==> src/rtl/core/cor_pkg.sv <==
// Shared types and constants for the circle octant rasterizer.
// No dependencies; imported by every module of the block.
package cor_pkg;

    // coordinate, decision and point widths
    localparam int CoordBits = 10;
    localparam int RadBits   = 9;
    localparam int DecBits   = CoordBits + 3;
    localparam int PtBits    = 12;

    // stream word widths
    localparam int InDataBits  = 32;
    localparam int OutDataBits = 24;

    // job queue between front and back
    localparam int QDepth = 2;

    // input kind carried on tuser
    typedef enum logic {
        FuncStart = 1'b0,
        FuncStep  = 1'b1
    } t_func;

    // one step of work: centre, current offsets and end-of-circle flag
    typedef struct packed {
        logic [CoordBits-1:0] cx;
        logic [CoordBits-1:0] cy;
        logic [CoordBits-1:0] ox;
        logic [CoordBits-1:0] oy;
        logic                 done;
    } t_job;

endpackage

==> src/rtl/core/circle_octant_rasterizer.sv <==
// Top level of the Bresenham circle generator.
// Depends on cor_pkg, cor_front, cor_queue and cor_back.
//
// Input stream (s_axis): tuser selects start (0) or step (1); tdata holds
// centre x, centre y and radius. A start word loads a new circle and gives
// no output. A step word on an active circle gives eight points; a step on
// an idle circle is swallowed.
// Output stream (m_axis): tdata holds point x and y (12-bit two's
// complement), tlast marks the eighth point of a step, tuser marks the
// final point of the circle.
// The first point of a step passes through the job queue and then the
// output register before it is valid. Throughput: one point per cycle
// while the receiver is ready and a job is waiting in the queue.
// The front end updates the circle state on acceptance and hands a job to
// a two-entry queue; s_axis_tready drops only while that queue is full.
// When the receiver stalls, the held point stays and the queue fills.
// Synchronous active-low reset returns the circle to idle and empties the
// queue and the output stage.
module circle_octant_rasterizer (
    input  logic                            i_clk,
    input  logic                            i_rst_n,
    input  logic                            s_axis_tvalid,
    output logic                            s_axis_tready,
    // [9:0] center_x, [19:10] center_y, [28:20] circle_radius, rest zero
    input  logic [cor_pkg::InDataBits-1:0]  s_axis_tdata,
    // [0] func
    input  logic                            s_axis_tuser,
    output logic                            m_axis_tvalid,
    input  logic                            m_axis_tready,
    // [11:0] point_x, [23:12] point_y
    output logic [cor_pkg::OutDataBits-1:0] m_axis_tdata,
    output logic                            m_axis_tlast,
    // [0] circle_done
    output logic                            m_axis_tuser
);
    import cor_pkg::*;

    logic                 accept;
    logic                 push, pop, full, job_valid;
    t_job                 push_job, head_job;
    t_func                func;
    logic [PtBits-1:0]    pt_x, pt_y;

    assign accept        = s_axis_tvalid && s_axis_tready;
    assign s_axis_tready = !full;
    assign func          = t_func'(s_axis_tuser);

    // front: word acceptance and circle state
    cor_front u_front (
        .i_clk      (i_clk),
        .i_rst_n    (i_rst_n),
        .i_accept   (accept),
        .i_func     (func),
        .i_center_x (s_axis_tdata[CoordBits-1:0]),
        .i_center_y (s_axis_tdata[2*CoordBits-1:CoordBits]),
        .i_radius   (s_axis_tdata[2*CoordBits+RadBits-1:2*CoordBits]),
        .o_push     (push),
        .o_job      (push_job)
    );

    // job queue
    cor_queue u_queue (
        .i_clk   (i_clk),
        .i_rst_n (i_rst_n),
        .i_push  (push),
        .i_job   (push_job),
        .i_pop   (pop),
        .o_full  (full),
        .o_valid (job_valid),
        .o_job   (head_job)
    );

    // back: point expansion
    cor_back u_back (
        .i_clk       (i_clk),
        .i_rst_n     (i_rst_n),
        .i_job_valid (job_valid),
        .i_job       (head_job),
        .o_pop       (pop),
        .o_tvalid    (m_axis_tvalid),
        .i_tready    (m_axis_tready),
        .o_point_x   (pt_x),
        .o_point_y   (pt_y),
        .o_last      (m_axis_tlast),
        .o_done      (m_axis_tuser)
    );

    assign m_axis_tdata = {pt_y, pt_x};

endmodule

==> src/rtl/core/cor_front.sv <==
// Front end: accepts start/step words, keeps the Bresenham state and
// issues one job per active step. Depends on cor_pkg.
module cor_front (
    input  logic                          i_clk,
    input  logic                          i_rst_n,
    input  logic                          i_accept,
    input  cor_pkg::t_func                i_func,
    input  logic [cor_pkg::CoordBits-1:0] i_center_x,
    input  logic [cor_pkg::CoordBits-1:0] i_center_y,
    input  logic [cor_pkg::RadBits-1:0]   i_radius,
    output logic                          o_push,
    output cor_pkg::t_job                 o_job
);
    import cor_pkg::*;

    logic                        r_active;
    logic [CoordBits-1:0]        r_cx, r_cy, r_ox, r_oy;
    logic signed [DecBits-1:0]   r_dec;

    logic                        dec_le0;
    logic                        done;
    logic [DecBits-1:0]          diff;
    logic signed [DecBits-1:0]   n_dec;
    logic [CoordBits-1:0]        n_oy;

    // decision update and end-of-circle test from current offsets
    always_comb begin
        dec_le0 = r_dec[DecBits-1] || (r_dec == '0);
        diff    = {3'b000, r_ox} - {3'b000, r_oy};
        n_oy    = r_oy;
        if (dec_le0) begin
            done  = (r_ox >= r_oy);
            n_dec = r_dec + {1'b0, r_ox, 2'b00} + DecBits'(6);
        end else begin
            done  = (({1'b0, r_ox} + (CoordBits+1)'(1)) >= {1'b0, r_oy});
            n_dec = r_dec + {diff[DecBits-3:0], 2'b00} + DecBits'(10);
            if (!done) begin
                n_oy = r_oy - CoordBits'(1);
            end
        end
    end

    assign o_push = i_accept && (i_func == FuncStep) && r_active;
    assign o_job  = '{cx: r_cx, cy: r_cy, ox: r_ox, oy: r_oy, done: done};

    // state registers
    always_ff @(posedge i_clk) begin
        if (!i_rst_n) begin
            r_active <= 1'b0;
            r_cx     <= '0;
            r_cy     <= '0;
            r_ox     <= '0;
            r_oy     <= '0;
            r_dec    <= '0;
        end else if (i_accept) begin
            if (i_func == FuncStart) begin
                r_active <= 1'b1;
                r_cx     <= i_center_x;
                r_cy     <= i_center_y;
                r_ox     <= '0;
                r_oy     <= {1'b0, i_radius};
                r_dec    <= DecBits'(3) - {3'b000, i_radius, 1'b0};
            end else if (r_active) begin
                r_dec <= n_dec;
                if (done) begin
                    r_active <= 1'b0;
                end else begin
                    r_ox <= r_ox + CoordBits'(1);
                    r_oy <= n_oy;
                end
            end
        end
    end

endmodule

==> src/rtl/core/cor_queue.sv <==
// Short job queue between front and back ends.
// Depends on cor_pkg for the job type and depth.
module cor_queue (
    input  logic          i_clk,
    input  logic          i_rst_n,
    input  logic          i_push,
    input  cor_pkg::t_job i_job,
    input  logic          i_pop,
    output logic          o_full,
    output logic          o_valid,
    output cor_pkg::t_job o_job
);
    import cor_pkg::*;

    localparam int PtrBits = (QDepth > 1) ? $clog2(QDepth) : 1;
    localparam int CntBits = $clog2(QDepth + 1);

    t_job               r_mem [QDepth];
    logic [PtrBits-1:0] r_wr, r_rd;
    logic [CntBits-1:0] r_cnt;

    assign o_full  = (r_cnt == CntBits'(QDepth));
    assign o_valid = (r_cnt != '0);
    assign o_job   = r_mem[r_rd];

    // storage
    always_ff @(posedge i_clk) begin
        if (i_push) begin
            r_mem[r_wr] <= i_job;
        end
    end

    // pointers and fill count
    always_ff @(posedge i_clk) begin
        if (!i_rst_n) begin
            r_wr  <= '0;
            r_rd  <= '0;
            r_cnt <= '0;
        end else begin
            if (i_push) begin
                r_wr <= (r_wr == PtrBits'(QDepth - 1)) ? '0 : r_wr + PtrBits'(1);
            end
            if (i_pop) begin
                r_rd <= (r_rd == PtrBits'(QDepth - 1)) ? '0 : r_rd + PtrBits'(1);
            end
            case ({i_push, i_pop})
                2'b10:   r_cnt <= r_cnt + CntBits'(1);
                2'b01:   r_cnt <= r_cnt - CntBits'(1);
                default: r_cnt <= r_cnt;
            endcase
        end
    end

endmodule

==> src/rtl/core/cor_back.sv <==
// Back end: expands one job into eight symmetric points, one per cycle while the receiver is ready,
// through a registered output stage. Depends on cor_pkg.
module cor_back (
    input  logic                       i_clk,
    input  logic                       i_rst_n,
    input  logic                       i_job_valid,
    input  cor_pkg::t_job              i_job,
    output logic                       o_pop,
    output logic                       o_tvalid,
    input  logic                       i_tready,
    output logic [cor_pkg::PtBits-1:0] o_point_x,
    output logic [cor_pkg::PtBits-1:0] o_point_y,
    output logic                       o_last,
    output logic                       o_done
);
    import cor_pkg::*;

    logic [2:0]          r_k;
    logic                r_tvalid;
    logic [PtBits-1:0]   r_px, r_py;
    logic                r_last, r_done;

    logic                load;
    logic [PtBits-1:0]   a, b, cx, cy;
    logic [PtBits-1:0]   n_px, n_py;

    // point k: bit 2 swaps the offsets, bit 0 negates x side, bit 1 y side
    always_comb begin
        cx   = PtBits'(i_job.cx);
        cy   = PtBits'(i_job.cy);
        a    = r_k[2] ? PtBits'(i_job.oy) : PtBits'(i_job.ox);
        b    = r_k[2] ? PtBits'(i_job.ox) : PtBits'(i_job.oy);
        n_px = r_k[0] ? cx - a : cx + a;
        n_py = r_k[1] ? cy - b : cy + b;
    end

    assign load  = i_job_valid && (!r_tvalid || i_tready);
    assign o_pop = load && (r_k == 3'd7);

    // point counter and output register
    always_ff @(posedge i_clk) begin
        if (!i_rst_n) begin
            r_k      <= '0;
            r_tvalid <= 1'b0;
        end else if (load) begin
            r_k      <= r_k + 3'd1;
            r_tvalid <= 1'b1;
        end else if (i_tready) begin
            r_tvalid <= 1'b0;
        end
    end

    always_ff @(posedge i_clk) begin
        if (load) begin
            r_px   <= n_px;
            r_py   <= n_py;
            r_last <= (r_k == 3'd7);
            r_done <= (r_k == 3'd7) && i_job.done;
        end
    end

    assign o_tvalid  = r_tvalid;
    assign o_point_x = r_px;
    assign o_point_y = r_py;
    assign o_last    = r_last;
    assign o_done    = r_done;

endmodule

==> config.mk <==
export PLATFORM = sky130hd
export DESIGN_NAME = circle_octant_rasterizer
export DESIGN_NICKNAME = d
export VERILOG_FILES = /design/src/rtl/core/cor_pkg.sv /design/src/rtl/core/circle_octant_rasterizer.sv /design/src/rtl/core/cor_front.sv /design/src/rtl/core/cor_queue.sv /design/src/rtl/core/cor_back.sv
export SDC_FILE = /design/constraint.sdc
export NUM_CORES = 1
export LEC_CHECK = 0
export BUFFER_PORTS_ARGS = -buffer_cell sky130_fd_sc_hd__buf_2
export CORE_MARGIN = 4
export CORE_UTILIZATION = 60
export DETAILED_ROUTE_END_ITERATION = 16
export PLACE_DENSITY = 0.81
export SLEW_MARGIN = 20
export SYNTH_ARGS = -nofsm -noshare
export SYNTH_HDL_FRONTEND = slang
export SYNTH_SLANG_ARGS = --single-unit
==> constraint.sdc <==
create_clock -name i_clk -period 4.3 [get_ports i_clk]
set_input_delay 1.075 -clock i_clk [delete_from_list [all_inputs] [get_ports i_clk]]
set_output_delay 1.075 -clock i_clk [all_outputs]
set_load 0.02 [all_outputs]
==> results of run 1 <==
## cells by family after synthesis
kind of cell,after synthesis,share of synthesized area (%)
AND/OR/NAND/NOR,274,12.4
AO/OA/AOI/OAI,242,15.4
buffers and inverters,107,3.93
flip-flops,171,43.3
adder cells (fa/ha/maj),113,14.1
XOR/XNOR,57,4.80
multiplexers,56,5.99
## worst paths after layout
path | cells after the start | slack, ns | to | startpoint
setup / recovery | 16 | 0.50 | u_front.r_dec[12]$_SDFFE_PN0P_ | u_front.r_ox[0]$_SDFFE_PN0P_
hold / removal | 0 | 0.45 | u_queue.r_mem[0][24]$_DFFE_PP_ | u_front.r_cy[3]$_SDFFE_PN0P_
setup reg to reg | 16 | 0.50 | u_front.r_dec[12]$_SDFFE_PN0P_ | u_front.r_ox[0]$_SDFFE_PN0P_
hold reg to reg | 0 | 0.45 | u_queue.r_mem[0][24]$_DFFE_PP_ | u_front.r_cy[3]$_SDFFE_PN0P_
## sequential cells by signal, summed over array words and instances, names as in the netlist, 2 cells and up, named ones only
signal and cells:
u_front.r_dec 13, u_front.r_cy 10, u_back.r_k 3, u_back.o_point_x 12
u_front.r_ox 10, u_front.r_cx 10, u_queue.r_mem 82, u_queue.r_cnt 2
u_back.o_point_y 12, u_front.r_oy 10
## cell type report
class / instances / area, µm² / share of cell area (%)
clock buffer: 17 / 425 / 3.67
clock inverter: 15 / 155 / 1.34
inverter: 77 / 289 / 2.49
multi-input combinational: 742 / 5530 / 47.7
sequential: 171 / 4510 / 38.9
tap: 220 / 275 / 2.37
timing repair buffer: 76 / 418 / 3.60
## cell usage in the layout, fill, tap and decap left out, types with 4 or more instances in the layout
master / n
sky130_fd_sc_hd__and3_1: 7
sky130_fd_sc_hd__inv_1: 76
sky130_fd_sc_hd__xnor2_1: 45
sky130_fd_sc_hd__o211a_1: 6
sky130_fd_sc_hd__mux2_2: 30
sky130_fd_sc_hd__buf_2: 61
sky130_fd_sc_hd__buf_4: 15
sky130_fd_sc_hd__dfxtp_1: 62
sky130_fd_sc_hd__nand2b_1: 9
sky130_fd_sc_hd__o221ai_1: 4
sky130_fd_sc_hd__clkbuf_16: 17
sky130_fd_sc_hd__nor3_1: 20
sky130_fd_sc_hd__or2_2: 14
sky130_fd_sc_hd__a21o_1: 18
sky130_fd_sc_hd__a21oi_1: 55
sky130_fd_sc_hd__o21a_1: 17
sky130_fd_sc_hd__nor2_1: 45
sky130_fd_sc_hd__o22ai_1: 9
sky130_fd_sc_hd__ha_1: 106
sky130_fd_sc_hd__a21boi_0: 28
sky130_fd_sc_hd__nor2b_1: 20
sky130_fd_sc_hd__nand2_1: 107
sky130_fd_sc_hd__edfxtp_1: 108
sky130_fd_sc_hd__o31ai_1: 5
sky130_fd_sc_hd__and2_1: 7
sky130_fd_sc_hd__o21bai_1: 8
sky130_fd_sc_hd__fa_1: 7
sky130_fd_sc_hd__inv_6: 6
sky130_fd_sc_hd__nand3_1: 18
sky130_fd_sc_hd__xor2_1: 12
sky130_fd_sc_hd__a211oi_1: 7
sky130_fd_sc_hd__or3_1: 10
sky130_fd_sc_hd__a31oi_1: 5
sky130_fd_sc_hd__o21ai_0: 48
sky130_fd_sc_hd__mux2i_1: 24
sky130_fd_sc_hd__o211ai_1: 7
## metrics by stage
step	power [W]	setup slack (ns)	utilization, %	instances	hold slack, ns
after global routing	0.00452	0.158	69.2	1318	0.464
after detailed placement	0.00281	0.587	65.7	1286	0.434
after global placement	0.00278	0.594	65.7	1286	0.430
final	0.00430	0.505	69.2	1318	0.450
after CTS	0.00430	0.534	69.1	1318	0.447
after floorplan	0.00259	0.598	-	1020	0.425
## where the power goes
part / total, W / switching (W) / leakage [nW] / internal (W)
logic: 0.000942 / 0.000537 / 3.01 / 0.000406
registers: 0.00185 / 0.0000496 / 1.52 / 0.00180
clock network: 0.00151 / 0.000688 / 0.285 / 0.000819
total: 0.00430 / 0.00127 / 4.81 / 0.00303
## cell usage after synthesis, drive strengths merged (20+ instances only)
library cell  count
mux2i            24
a21boi           28
xnor2            45
a21oi            55
ha              106
nor3             20
nor2b            20
o21ai            49
mux2             30
inv              76
nand2           107
nor2             48
dfxtp            63
edfxtp          108
## metal layers
metal / GRT usage (%) / up-vias
met2: 39.9 / 261
li1: - / 3799
met3: 4.08 / 39
met1: 30.4 / 3629
met4: 7.75 / 0
met5: 0 / -
==> impl.org, run 1 <==
** Global route
- GR Overflow Total :: 0
- Entering global routing, the biggest net connects between 40 and 50 pins.
- The first global-routing pass estimated 36800 µm of wire.
- All-layer global routing usage :: a little under a quarter
- The initial antenna violation count was 0.
- The via count of the first global-routing pass came to 7436.

** Place
- The congestion estimate from routability-driven global placement came to 0.892.
- PortBufs :: 61
- After detailed placement, the total cell area comes to between 0.01 and 0.015 mm².
- Final HPWL DP :: 16400 µm

** STA
- The number of max-slew violations in the final report was 0.
- Static timing analysis puts the maximum clock frequency at between 200 and 300 MHz.
- Final total negative setup slack :: 0 ns
- Setup repair after global routing left no endpoint under its margin.
- The worst pin sits at a relative slew slack of between 40% and 50%.
- Counting I/O delays and the setup requirement, the final critical path takes about 3.8 ns.
- Final hold violations :: 0
- Transition time at the pin with the least slew margin :: 0.752 ns
- Setup violations remaining at the end of the flow were counted as 0.
- Period Utilization, post-route :: 88.3%
- On the final layout, the worst clock skew is 0.0101 ns.

** Floorplanning
- Core Region :: 0.0168 mm²
- Initial core utilization :: 62.1%
- In this run the horizontal extent of the chip is 140 µm.
- Num ports :: 65
- Die H :: 140 µm
- Die area :: 0.0195 mm²
- The floorplan has 47 rows.

** Critical path
- The worst setup path is of the reg2reg kind.
- Critical path, cell by cell :: inv_1 > ha_1 > fa_1 > nor2b_1 > o21a_1 > nor2_1 > xnor2_1 > ha_1 > ha_1 > a21oi_1 > o22ai_1 > o31a_1 > nor2_1 > o21ai_0 > or3_1 > a31oi_1
- STA classifies the critical path startpoint as a register.
- Data on the critical path is required at its endpoint by 4.67 ns.
- Slowest Stage Delay on Critical Path :: 0.47 ns
- At the worst endpoint, the arrival time is 4.16 ns.
- Largest fanout on the critical path :: 7
- Critical Path End Type :: register
- Counting both buffers and inverters, the worst setup path holds a total of 1.
- The cell family contributing the most delay on the critical path is adder cells.
- Counting stages on the worst path, the most repeated cell is sky130_fd_sc_hd__ha_1.
- The slowest stage of the critical path belongs to the cell sky130_fd_sc_hd__dfxtp_1.

** Logic synthesis
- Number of warnings printed during yosys synthesis :: 0
- #FFs+latches synth :: 171
- Top_reg_cell synth :: sky130_fd_sc_hd__edfxtp_1
- When the netlist entered floorplanning its net count stood at 1170.
- Number of enable-type register cells in the synthesized netlist :: 108
- The biggest area contributor in the post-synthesis netlist is sky130_fd_sc_hd__edfxtp_1.
- Yosys attributes the largest share of cell area to sky130_fd_sc_hd__edfxtp_1 (31%), sky130_fd_sc_hd__ha_1 (13%), sky130_fd_sc_hd__dfxtp_1 (12%).
- Yosys top cell area share :: a little under a third
- The synthesized netlist occupies a cell area of 0.0104 mm².
- In this run the mean area of a mapped cell was 10.2 µm².
- Sequential element share of the synthesized area :: 43.3%
- The synthesized netlist contains 61 unique library cells.
- Gate count after technology mapping :: 1020
- Post-synthesis async set-or-reset flop share :: 0%

** Clock tree
- In this run, post-CTS hold repair placed 0 buffers.
- Counting along the longest clock path gives a buffer depth of 2.
- Max H-tree Level :: 4
- Number of clock sinks seen by CTS :: approximately 170
- CTS Root Cell :: sky130_fd_sc_hd__clkbuf_16
- Counting the buffers created by CTS gives 17.
- Post-CTS setup buffer count :: 0
- Gates resized during post-CTS repair numbered 0.
- CTS tree :: done
- Worst-skew pair later-pin latency :: between 0.4 and 0.5 ns
- After clock tree synthesis, the clock-pin slew on the worst setup and hold paths is 0.07 ns.

** Layout
- Design Area, Final :: 0.0116 mm²
- 0 antenna diodes ended up in the layout.
- Counting the fill cells in the layout gives 1247.
- From synthesis to final layout, the design area changed by 11.5%.
- Number of nets in the finished design :: 1235
- Ratio of cells with drive above 1 in the final layout :: 14.9%

** Detailed routing
- The detailed router used layers up to and including met4.
- In the detailed route, the total length drawn on met2 is 10900 µm.
- Total Wirelength :: between 20000 and 25000 µm
- Vias per std cell :: roughly 5.9
- Via count :: 7728
- Violation count after the first detailed-routing iteration :: 537
- The count of nets left with antenna violations once routing finished came out at 0.
- Detailed route wirelength on metal3 :: between 1000 and 1500 µm
- DRC violations left :: 0
- Pre-antenna DRT Iters :: 6
- Routed wire per std cell :: ~17 µm
- Routed metal-1 wirelength :: 9610 µm

** Power
- In this run the static leakage power is 4.81 nW.
- Largest vdd supply drop :: 0.309 mV
- Dividing total power by cell area gives a power density of around 370 mW/mm².

** Flow run
- Max-Cap Viols :: 0

** Hold path
- Type of the tightest min-delay check :: reg2reg

** Status
- Outcome :: complete, no violations
Note: power is estimated with default switching activity, not from simulation.
==> inputs of run 2 (changes only) <==
--- a/config.mk
+++ b/config.mk
@@ -5,6 +5,7 @@
 export SDC_FILE = /design/constraint.sdc
 export NUM_CORES = 1
 export LEC_CHECK = 0
+export ABC_AREA = 1
 export BUFFER_PORTS_ARGS = -buffer_cell sky130_fd_sc_hd__buf_2
 export CORE_MARGIN = 4
 export CORE_UTILIZATION = 60
==> impl.org, run 2 <==
** STA
- The count of endpoints failing hold in the final timing report is 0.
- In this run the tightest slew margin relative to its limit is 38.8%.
- Post-route clock skew :: 0.00931 ns
- Based on the critical path, the design can be clocked at up to approximately 280 MHz.
- The number of max-slew violations in the final report is 0.
- Period Utilization, post-route :: 83.2%
- Final total negative setup slack :: 0 ns
- Setup violations remaining at the end of the flow were counted as 0.
- Setup repair after global routing left no endpoint under its margin.
- Transition time at the pin with the least slew margin :: 0.908 ns
- Final critical path time including I/O delays and setup :: ~3.6 ns

** Critical path
- STA classifies the critical path endpoint as a register.
- The most critical setup path has its endpoint at u_front.r_dec[12]$_SDFFE_PN0P_.
- STA classifies the critical path startpoint as a register.
- Data arrival time at the worst-slack endpoint :: 3.94 ns
- Largest fanout on the critical path :: 7
- The worst register-to-register path ends at u_front.r_dec[12]$_SDFFE_PN0P_.
- Required arrival time at the worst endpoint :: 4.67 ns
- The critical path is of the reg2reg type.
- Startpoint of the worst setup timing path :: u_front.r_oy[2]$_SDFFE_PN0P_
- For the worst flop-to-flop path, the logic depth is 23.
- In this run the register-to-register setup slack is 0.72 ns.
- In this run the critical register-to-register path is launched from u_front.r_oy[2]$_SDFFE_PN0P_.

** Layout
- Registers with the highest flip-flop counts :: u_queue.r_mem (82), u_front.r_dec (13)
- Number of flip-flops under the largest register name :: 82
- Highest-count cells in the layout ignoring fill and taps :: sky130_fd_sc_hd__nand2_1 (280), sky130_fd_sc_hd__inv_1 (175), sky130_fd_sc_hd__o21ai_0 (132)
- Ranked by flip-flop count, first place goes to u_queue.r_mem.
- Of the cells placed in the final design, the portion with a size suffix greater than 1 is 10.8%.
- Number of nets in the finished design :: 1555
- At the end of the flow the core is filled with cells to between 60% and 70%.
- Excluding fillers, the count of instances in the completed layout stands at 1647.
- The area growth from synthesis to layout is 9.90%.
- Most frequent standard cell in the layout excluding fill and tap cells :: sky130_fd_sc_hd__nand2_1
- 0 antenna diodes ended up in the layout.

** Clock tree
- Max H-tree Level :: 4
- Once the clock tree was built, the resizer swapped 0 gates to a different size.
- Worst-skew pair later-pin latency :: between 0.4 and 0.5 ns
- CTS tree :: done
- Clock-pin slew was measured on the worst setup and hold paths at roughly 0.070 ns.
- In this run, CTS created clock tree buffers numbering 17.
- The clock net in this run drives a total of 171 sinks.
- CTS placed an instance of sky130_fd_sc_hd__clkbuf_16 at the clock tree root.
- Counting along the longest clock path gives a buffer depth of 2.
- After clock tree synthesis, the flow added hold-fix buffers numbering 0.
- Post-CTS setup buffer count :: 0

** Global route
- Global routing consumed, over all layers together, 25.9% of the routing resources.
- Largest net degree at the start of global routing :: 49
- Antenna violations before repair :: 1
- The first global-routing pass estimated about 42000 µm of wire.
- The via count of the first global-routing pass was 8311.
- For this run the aggregate overflow at the end of global routing stands at 0.

** Logic synthesis
- Most common cell in the netlist :: sky130_fd_sc_hd__nand2_1
- By area the synthesized netlist is led by sky130_fd_sc_hd__edfxtp_1 (29%), sky130_fd_sc_hd__ha_1 (12%), sky130_fd_sc_hd__dfxtp_1 (11%).
- Yosys top cell area share :: between 20 and 30%
- Of all flip-flops after synthesis, the portion carrying an async set or reset was 0%.
- #FFs+latches synth :: 171
- Counting distinct cell types in the post-synthesis netlist gives 45.
- Ranking of synthesized cells by instance count :: sky130_fd_sc_hd__nand2_1 (280), sky130_fd_sc_hd__inv_1 (175), sky130_fd_sc_hd__o21ai_0 (132)
- Sequential element share of the synthesized area :: ~41%
- Gate count after technology mapping :: 1358
- Syn avg cell area :: 8.11 µm²
- Yosys printed 0 warnings.
- Combined area of all synthesized cells :: about 0.011 mm²
- Cell type with the highest aggregate area in the netlist :: sky130_fd_sc_hd__edfxtp_1
- Number of enable-type register cells in the synthesized netlist :: 108
- Among all flip-flop cells after synthesis, the most frequent one is sky130_fd_sc_hd__edfxtp_1.
- Synthesis produced a netlist with a net count of 1508.

** Floorplanning
- 65 I/O pins were placed.
- Once the floorplan was initialized, standard cells occupied 61.1% of the core.
- Core Region :: 0.0180 mm²
- Die H :: 143 µm
- The die covers 0.0206 mm².
- In this run the core area contains 49 standard-cell rows.
- The die is 143 µm wide.

** Place
- Final estimated routing congestion in global placement :: 0.931
- Cell Count Post-Placement :: between 1500 and 2000
- Once detailed placement completed, the half-perimeter wirelength came to 19400 µm.
- Input and output buffers added on the ports amount to 61.

** Detailed routing
- Across all layers, the routed design uses 9208 vias.
- Total Wirelength :: 26300 µm
- Routed wire per std cell :: 16.0 µm
- Before antenna repair, the detailed router went through 6 iterations.
- Once detail routing completed, the nets flagged for antenna violations numbered 0.
- In the routed layout, each cell is associated on average with a via count of 5.59.
- Violation count after the first detailed-routing iteration :: 919
- In the routed design, unresolved DRC markers number 0.

** Power
- Summed over all cells, the static leakage comes to between 5 and 6 nW.
- VDD sags by at most around 0.35 mV.
- For this design the ratio of total power to cell area is 389 mW/mm².

** Flow run
- Max-Cap Viols :: 0

** Hold path
- Along the worst hold path, the cell count comes to 0.
- Type of the tightest min-delay check :: reg2reg

** Status
- The run finished with clean final reports.
==> run 2: changes by cell type after synthesis, sizes merged, moves of 20 or more <==
cell    before  now
inv         76  180
mux2        30    0
o21ai       49  140
xnor2       45   13
nor2        48  129
nor2b       20    0
nand2      107  288
mux2i       24    3
a21boi      28    6
xor2        12   34
a21oi       55   86
nand3       18   64
==> run 2: where the power goes <==
part | internal (W) | switching (W)
Sequential | 0.00182 | 0.0000666
Clock | 0.000794 | 0.000729
Combinational | 0.000454 | 0.000836
==> run 2: kinds of logic (layout without fill, tap and decap cells) <==
family / after synthesis / count (layout) / synth area share, %
flip-flops: 171 / 171 / 40.9
buffers and inverters: 224 / 284 / 8.01
XOR/XNOR: 47 / 47 / 3.74
adder cells (fa/ha/maj): 113 / 113 / 13.3
AND/OR/NAND/NOR: 525 / 525 / 20.2
AO/OA/AOI/OAI: 275 / 275 / 13.6
multiplexers: 3 / 3 / 0.273
==> run 2: worst min path at each step <==
stage	from	to	slack, ns
finish	u_front.r_cy[5]$_SDFFE_PN0P_	u_queue.r_mem[0][26]$_DFFE_PP_	0.45
floorplan	u_front.r_cy[0]$_SDFFE_PN0P_	u_queue.r_mem[0][21]$_DFFE_PP_	0.42
detailed placement	u_front.r_cy[5]$_SDFFE_PN0P_	u_queue.r_mem[0][26]$_DFFE_PP_	0.44
global placement	u_front.r_cx[9]$_SDFFE_PN0P_	u_queue.r_mem[0][40]$_DFFE_PP_	0.43
CTS	u_front.r_cy[5]$_SDFFE_PN0P_	u_queue.r_mem[0][26]$_DFFE_PP_	0.45
global route	u_front.r_cy[2]$_SDFFE_PN0P_	u_queue.r_mem[0][23]$_DFFE_PP_	0.48
==> run 2: routing by layer <==
layer / wire (µm) / global-route usage [%] / vias to the layer above
met1: 12000 / 37.5 / 4223
met3: 1940 / 4.76 / 40
met4: 493 / 6.84 / 2
met5: 13 / 0 / -
li1: - / - / 4595
met2: 11800 / 40.2 / 348
==> run 2: worst max-delay path, stage by stage (launching register included) <==
cell                      delay, ns
sky130_fd_sc_hd__dfxtp_1       0.54
sky130_fd_sc_hd__inv_1         0.15
sky130_fd_sc_hd__ha_1          0.40
sky130_fd_sc_hd__nand2_1       0.10
sky130_fd_sc_hd__nand2_1       0.06
sky130_fd_sc_hd__nand2_1       0.05
sky130_fd_sc_hd__nand2_1       0.06
sky130_fd_sc_hd__a21oi_1       0.21
sky130_fd_sc_hd__nor2_1        0.06
sky130_fd_sc_hd__nor2_1        0.12
sky130_fd_sc_hd__xnor2_1       0.19
sky130_fd_sc_hd__ha_1          0.29
sky130_fd_sc_hd__ha_1          0.35
sky130_fd_sc_hd__nand2_1       0.09
sky130_fd_sc_hd__nand2_1       0.07
sky130_fd_sc_hd__a21oi_1       0.13
sky130_fd_sc_hd__nand2_1       0.06
sky130_fd_sc_hd__nor2_1        0.16
sky130_fd_sc_hd__inv_1         0.06
sky130_fd_sc_hd__nand2_1       0.07
sky130_fd_sc_hd__nand3_1       0.06
sky130_fd_sc_hd__nand2_1       0.07
sky130_fd_sc_hd__nand2_1       0.05
sky130_fd_sc_hd__a21oi_1       0.13
==> run 2: layout make-up <==
cell class | instances | area, µm²
multi-input combinational | 963 | 5650
fill | 1501 | 5920
timing repair buffer | 72 | 388
sequential | 171 | 4500
clock inverter | 13 | 150
inverter | 180 | 678
tap | 229 | 287
clock buffer | 19 | 443
==> run 2: per-stage QoR <==
stage          power (W)  setup slack, ns  hold slack (ns)  cell area (µm²)
6_report         0.00470            0.723            0.452            12100
5_1_grt          0.00496            0.338            0.478            12100
4_1_cts          0.00469            0.794            0.454            12100
3_5_place_dp     0.00318            0.807            0.437            11500
3_3_place_gp     0.00315            0.866            0.428            11500
2_1_floorplan    0.00289            0.478            0.420            11000
==> inputs of run 3 (changes only) <==
--- a/config.mk
+++ b/config.mk
@@ -8,9 +8,9 @@
 export ABC_AREA = 1
 export BUFFER_PORTS_ARGS = -buffer_cell sky130_fd_sc_hd__buf_2
 export CORE_MARGIN = 4
-export CORE_UTILIZATION = 60
+export CORE_UTILIZATION = 56
 export DETAILED_ROUTE_END_ITERATION = 16
-export PLACE_DENSITY = 0.81
+export PLACE_DENSITY = 0.79
 export SLEW_MARGIN = 20
 export SYNTH_ARGS = -nofsm -noshare
 export SYNTH_HDL_FRONTEND = slang
==> constraint.sdc (replaced) <==
create_clock -name i_clk -period 3 [get_ports i_clk]
set_input_delay 0.75 -clock i_clk [delete_from_list [all_inputs] [get_ports i_clk]]
set_output_delay 0.75 -clock i_clk [all_outputs]
set_load 0.02 [all_outputs]
==> impl.org, run 3 (synthesis results as in run 2) <==
** Global route
- The via count of the first global-routing pass came to approximately 9100.
- All-layer global routing usage :: 25.8%
- The initial antenna violation count is 0.
- The first global-routing pass estimated 45100 µm of wire.
- After global routing the overflow that remains totals 0.
- Largest net degree at the start of global routing :: 48

** Status
- The run finished, with violations left.
- Violations in the final reports :: negative setup slack

** Critical path
- Cell family with most CP delay :: simple AND/OR/NAND/NOR gates
- Required arrival time at the worst endpoint :: 3.31 ns
- By instance count, the cell type seen most on the critical path is sky130_fd_sc_hd__nand2_1.
- For the worst setup path, the data arrival time is 3.31 ns.
- In this run the worst path has a maximum fanout of 4.
- The critical path is of the reg2reg type.
- Reg2Reg Capture Point :: u_front.r_dec[12]$_SDFFE_PN0P_
- Critical path startpoint category :: register
- Setup slack on the worst reg-to-reg path comes out at -0.004 ns.
- The critical path contains buffers and inverters numbering 3 combined.
- Slowest Stage Delay on Critical Path :: roughly 0.34 ns
- The number of cells on the worst reg-to-reg path is 21.
- The critical path goes through inv_2 > ha_4 > a21oi_1 > nand2_2 > a21oi_2 > nor2_1 > nor2_1 > xnor2_1 > ha_1 > ha_4 > nand2_1 > inv_1 > nand2_4 > nor3_4 > nor2_2 > inv_1 > nand2_1 > nand3_1 > nand2_1 > nand2_1 > a21oi_1.
- The worst setup path is captured at a register.
- Among all stages on the critical path, the largest delay is contributed by sky130_fd_sc_hd__dfxtp_2.
- Crit Reg-Reg Startpoint :: u_front.r_oy[4]$_SDFFE_PN0P_

** Floorplanning
- The floorplan step set the die height to 148 µm.
- Die Width :: 148 µm
- The floorplan step defined a die boundary enclosing ~0.022 mm².
- The initial utilization of the core area, before any placement, comes to 56.8%.
- Num ports :: 65
- In this run the standard cell core region covers 0.0194 mm².
- Row generation in the floorplan step produced 51 rows.

** Clock tree
- No sink is reached through more buffers than the 2 on the longest clock path.
- CTS Root Cell :: sky130_fd_sc_hd__clkbuf_16
- In this run, post-CTS hold repair placed 0 buffers.
- CTS built an H-tree with a depth of 4.
- Number of clock sinks seen by CTS :: 171
- The later pin in the worst-skew pair is clocked with a latency of 0.44 ns.
- Clock-pin slew was measured on the worst setup and hold paths at 0.08 ns.
- CTS tree :: done
- Clock buffer count from CTS :: 17

** Detailed routing
- Vias per std cell :: 5.56
- Via count :: slightly below 10000
- The first detailed-routing pass took 6 iterations.
- Total Wirelength :: roughly 29000 µm
- DRC violations left :: 0
- After detailed routing, the average wire length per cell comes to 16.3 µm.
- Antenna-violating nets left :: 0
- Violation count after the first detailed-routing iteration :: 967

** Layout
- Antenna Diode Count :: 0
- Number of nets in the finished design :: between 1500 and 2000
- At the end of the flow the core is filled with cells to 68.2%.
- Design Area, Final :: 0.0132 mm²
- In the layout the commonest cells are sky130_fd_sc_hd__nand2_1 (272), sky130_fd_sc_hd__inv_1 (166), sky130_fd_sc_hd__nor2_1 (117).
- The area growth from synthesis to layout is 20.1%.
- Number of flip-flops under the largest register name :: 82
- The post-route netlist has 21.2% of its cells at a drive strength greater than 1.
- The largest registers in the layout are u_queue.r_mem (82), u_front.r_dec (13).
- Most frequent standard cell in the layout excluding fill and tap cells :: sky130_fd_sc_hd__nand2_1
- u_queue.r_mem holds more flip-flops than any other register.

** Hold path
- Count of cells along the worst hold path :: 0
- Type of the tightest min-delay check :: reg2reg
- The worst hold path terminates at u_queue.r_mem[1][31]$_DFFE_PP_.
- Worst Min Path Start :: u_front.r_cx[0]$_SDFFE_PN0P_

** STA
- Setup violations remaining at the end of the flow were counted as 1.
- Across all hold checks on the routed design, the worst slack comes to 0.453 ns.
- Final critical path time including I/O delays and setup :: 3.00 ns
- Period Utilization, post-route :: 100%
- For the final routed database, the setup TNS stands at -0.00360 ns.
- Once routing completed, OpenROAD measured the worst setup slack at -0.00360 ns.
- Pins over their slew limit :: 0
- Achievable Freq :: 333 MHz
- Setup repair after global routing could not meet its margin everywhere.
- Transition time at the pin with the least slew margin :: 0.742 ns
- In this run the tightest slew margin relative to its limit is between 50% and 60%.
- Post-route clock skew :: between 0.01 and 0.015 ns
- The count of endpoints failing hold in the final timing report was 0.

** Place
- Post-placement worst setup slack :: -0.104 ns
- PortBufs :: 61
- Final HPWL DP :: around 21000 µm
- Cell area after placement :: 0.0122 mm²
- Final estimated routing congestion in global placement :: 0.960

** Power
- In this run the power density over the cells is around 560 mW/mm².
- VDD sags by at most roughly 0.45 mV.
- Leakage power summed over all cells :: 6.22 nW

** Flow run
- Max-Cap Viols :: 0
==> run 3: how the worst max path moves through the flow <==
stage / startpoint / endpoint / depth (start not counted)
2_1_floorplan: u_front.r_oy[2]$_SDFFE_PN0P_ / u_front.r_dec[12]$_SDFFE_PN0P_ / 22
3_3_place_gp: u_front.r_oy[4]$_SDFFE_PN0P_ / u_front.r_dec[12]$_SDFFE_PN0P_ / 22
3_5_place_dp: u_front.r_oy[4]$_SDFFE_PN0P_ / u_front.r_dec[12]$_SDFFE_PN0P_ / 22
4_1_cts: register / u_back.o_point_y[9]$_DFFE_PP_ / 17
5_1_grt: u_front.r_oy[4]$_SDFFE_PN0P_ / u_front.r_dec[12]$_SDFFE_PN0P_ / 21
6_report: u_front.r_oy[4]$_SDFFE_PN0P_ / u_front.r_dec[12]$_SDFFE_PN0P_ / 21
==> run 3: area by class of cell <==
type	instances	area, µm²
Clock buffer	18	450
Clock inverter	14	165
Fill cell	1527	6170
Inverter	180	689
Multi-Input combinational cell	963	6000
Sequential cell	171	4520
Tap cell	265	332
Timing Repair Buffer	158	1060
Timing Repair inverter	1	6.26
==> run 3: routing by layer <==
layer / GRT usage (%) / vias to the layer above / part of all wire, %
met4: 8.04 / 0 / 2.3
li1: - / 4761 / -
met5: 0 / - / 0
met3: 4.63 / 64 / 8.5
met1: 35.9 / 4575 / 43
met2: 41.4 / 435 / 46
==> run 3: where the power goes <==
group	total [W]	internal (W)	switching [W]
Clock	0.00225	0.00117	0.00108
Combinational	0.00245	0.00101	0.00144
Sequential	0.00268	0.00261	0.0000700
==> run 3: what timing repair did <==
item / in CTS / in global routing
gates cloned: 0 / 1
buffers inserted: 0 / 5
endpoints found under the setup margin: 11 / 45
gates resized for setup: 19 / 99
pin swaps: 1 / 31
endpoints found under the hold margin: 0 / 0
==> run 3: worst reg2reg max path, stage by stage, from the launching register on <==
cell and delay [ns]:
sky130_fd_sc_hd__dfxtp_2 0.34, sky130_fd_sc_hd__inv_2 0.05, sky130_fd_sc_hd__ha_4 0.26, sky130_fd_sc_hd__a21oi_1 0.23
sky130_fd_sc_hd__nand2_2 0.11, sky130_fd_sc_hd__a21oi_2 0.15, sky130_fd_sc_hd__nor2_1 0.06, sky130_fd_sc_hd__nor2_1 0.14
sky130_fd_sc_hd__xnor2_1 0.15, sky130_fd_sc_hd__ha_1 0.28, sky130_fd_sc_hd__ha_4 0.29, sky130_fd_sc_hd__nand2_1 0.06
sky130_fd_sc_hd__inv_1 0.11, sky130_fd_sc_hd__nand2_4 0.06, sky130_fd_sc_hd__nor3_4 0.19, sky130_fd_sc_hd__nor2_2 0.06
sky130_fd_sc_hd__inv_1 0.05, sky130_fd_sc_hd__nand2_1 0.04, sky130_fd_sc_hd__nand3_1 0.07, sky130_fd_sc_hd__nand2_1 0.06
sky130_fd_sc_hd__nand2_1 0.06, sky130_fd_sc_hd__a21oi_1 0.06
==> run 3: metrics by stage <==
step / cells / total power [W]
after global routing: 1770 / 0.00776
after CTS: 1764 / 0.00705
after floorplan: 1358 / 0.00414
after detailed placement: 1732 / 0.00480
final: 1770 / 0.00738
after global placement: 1732 / 0.00475
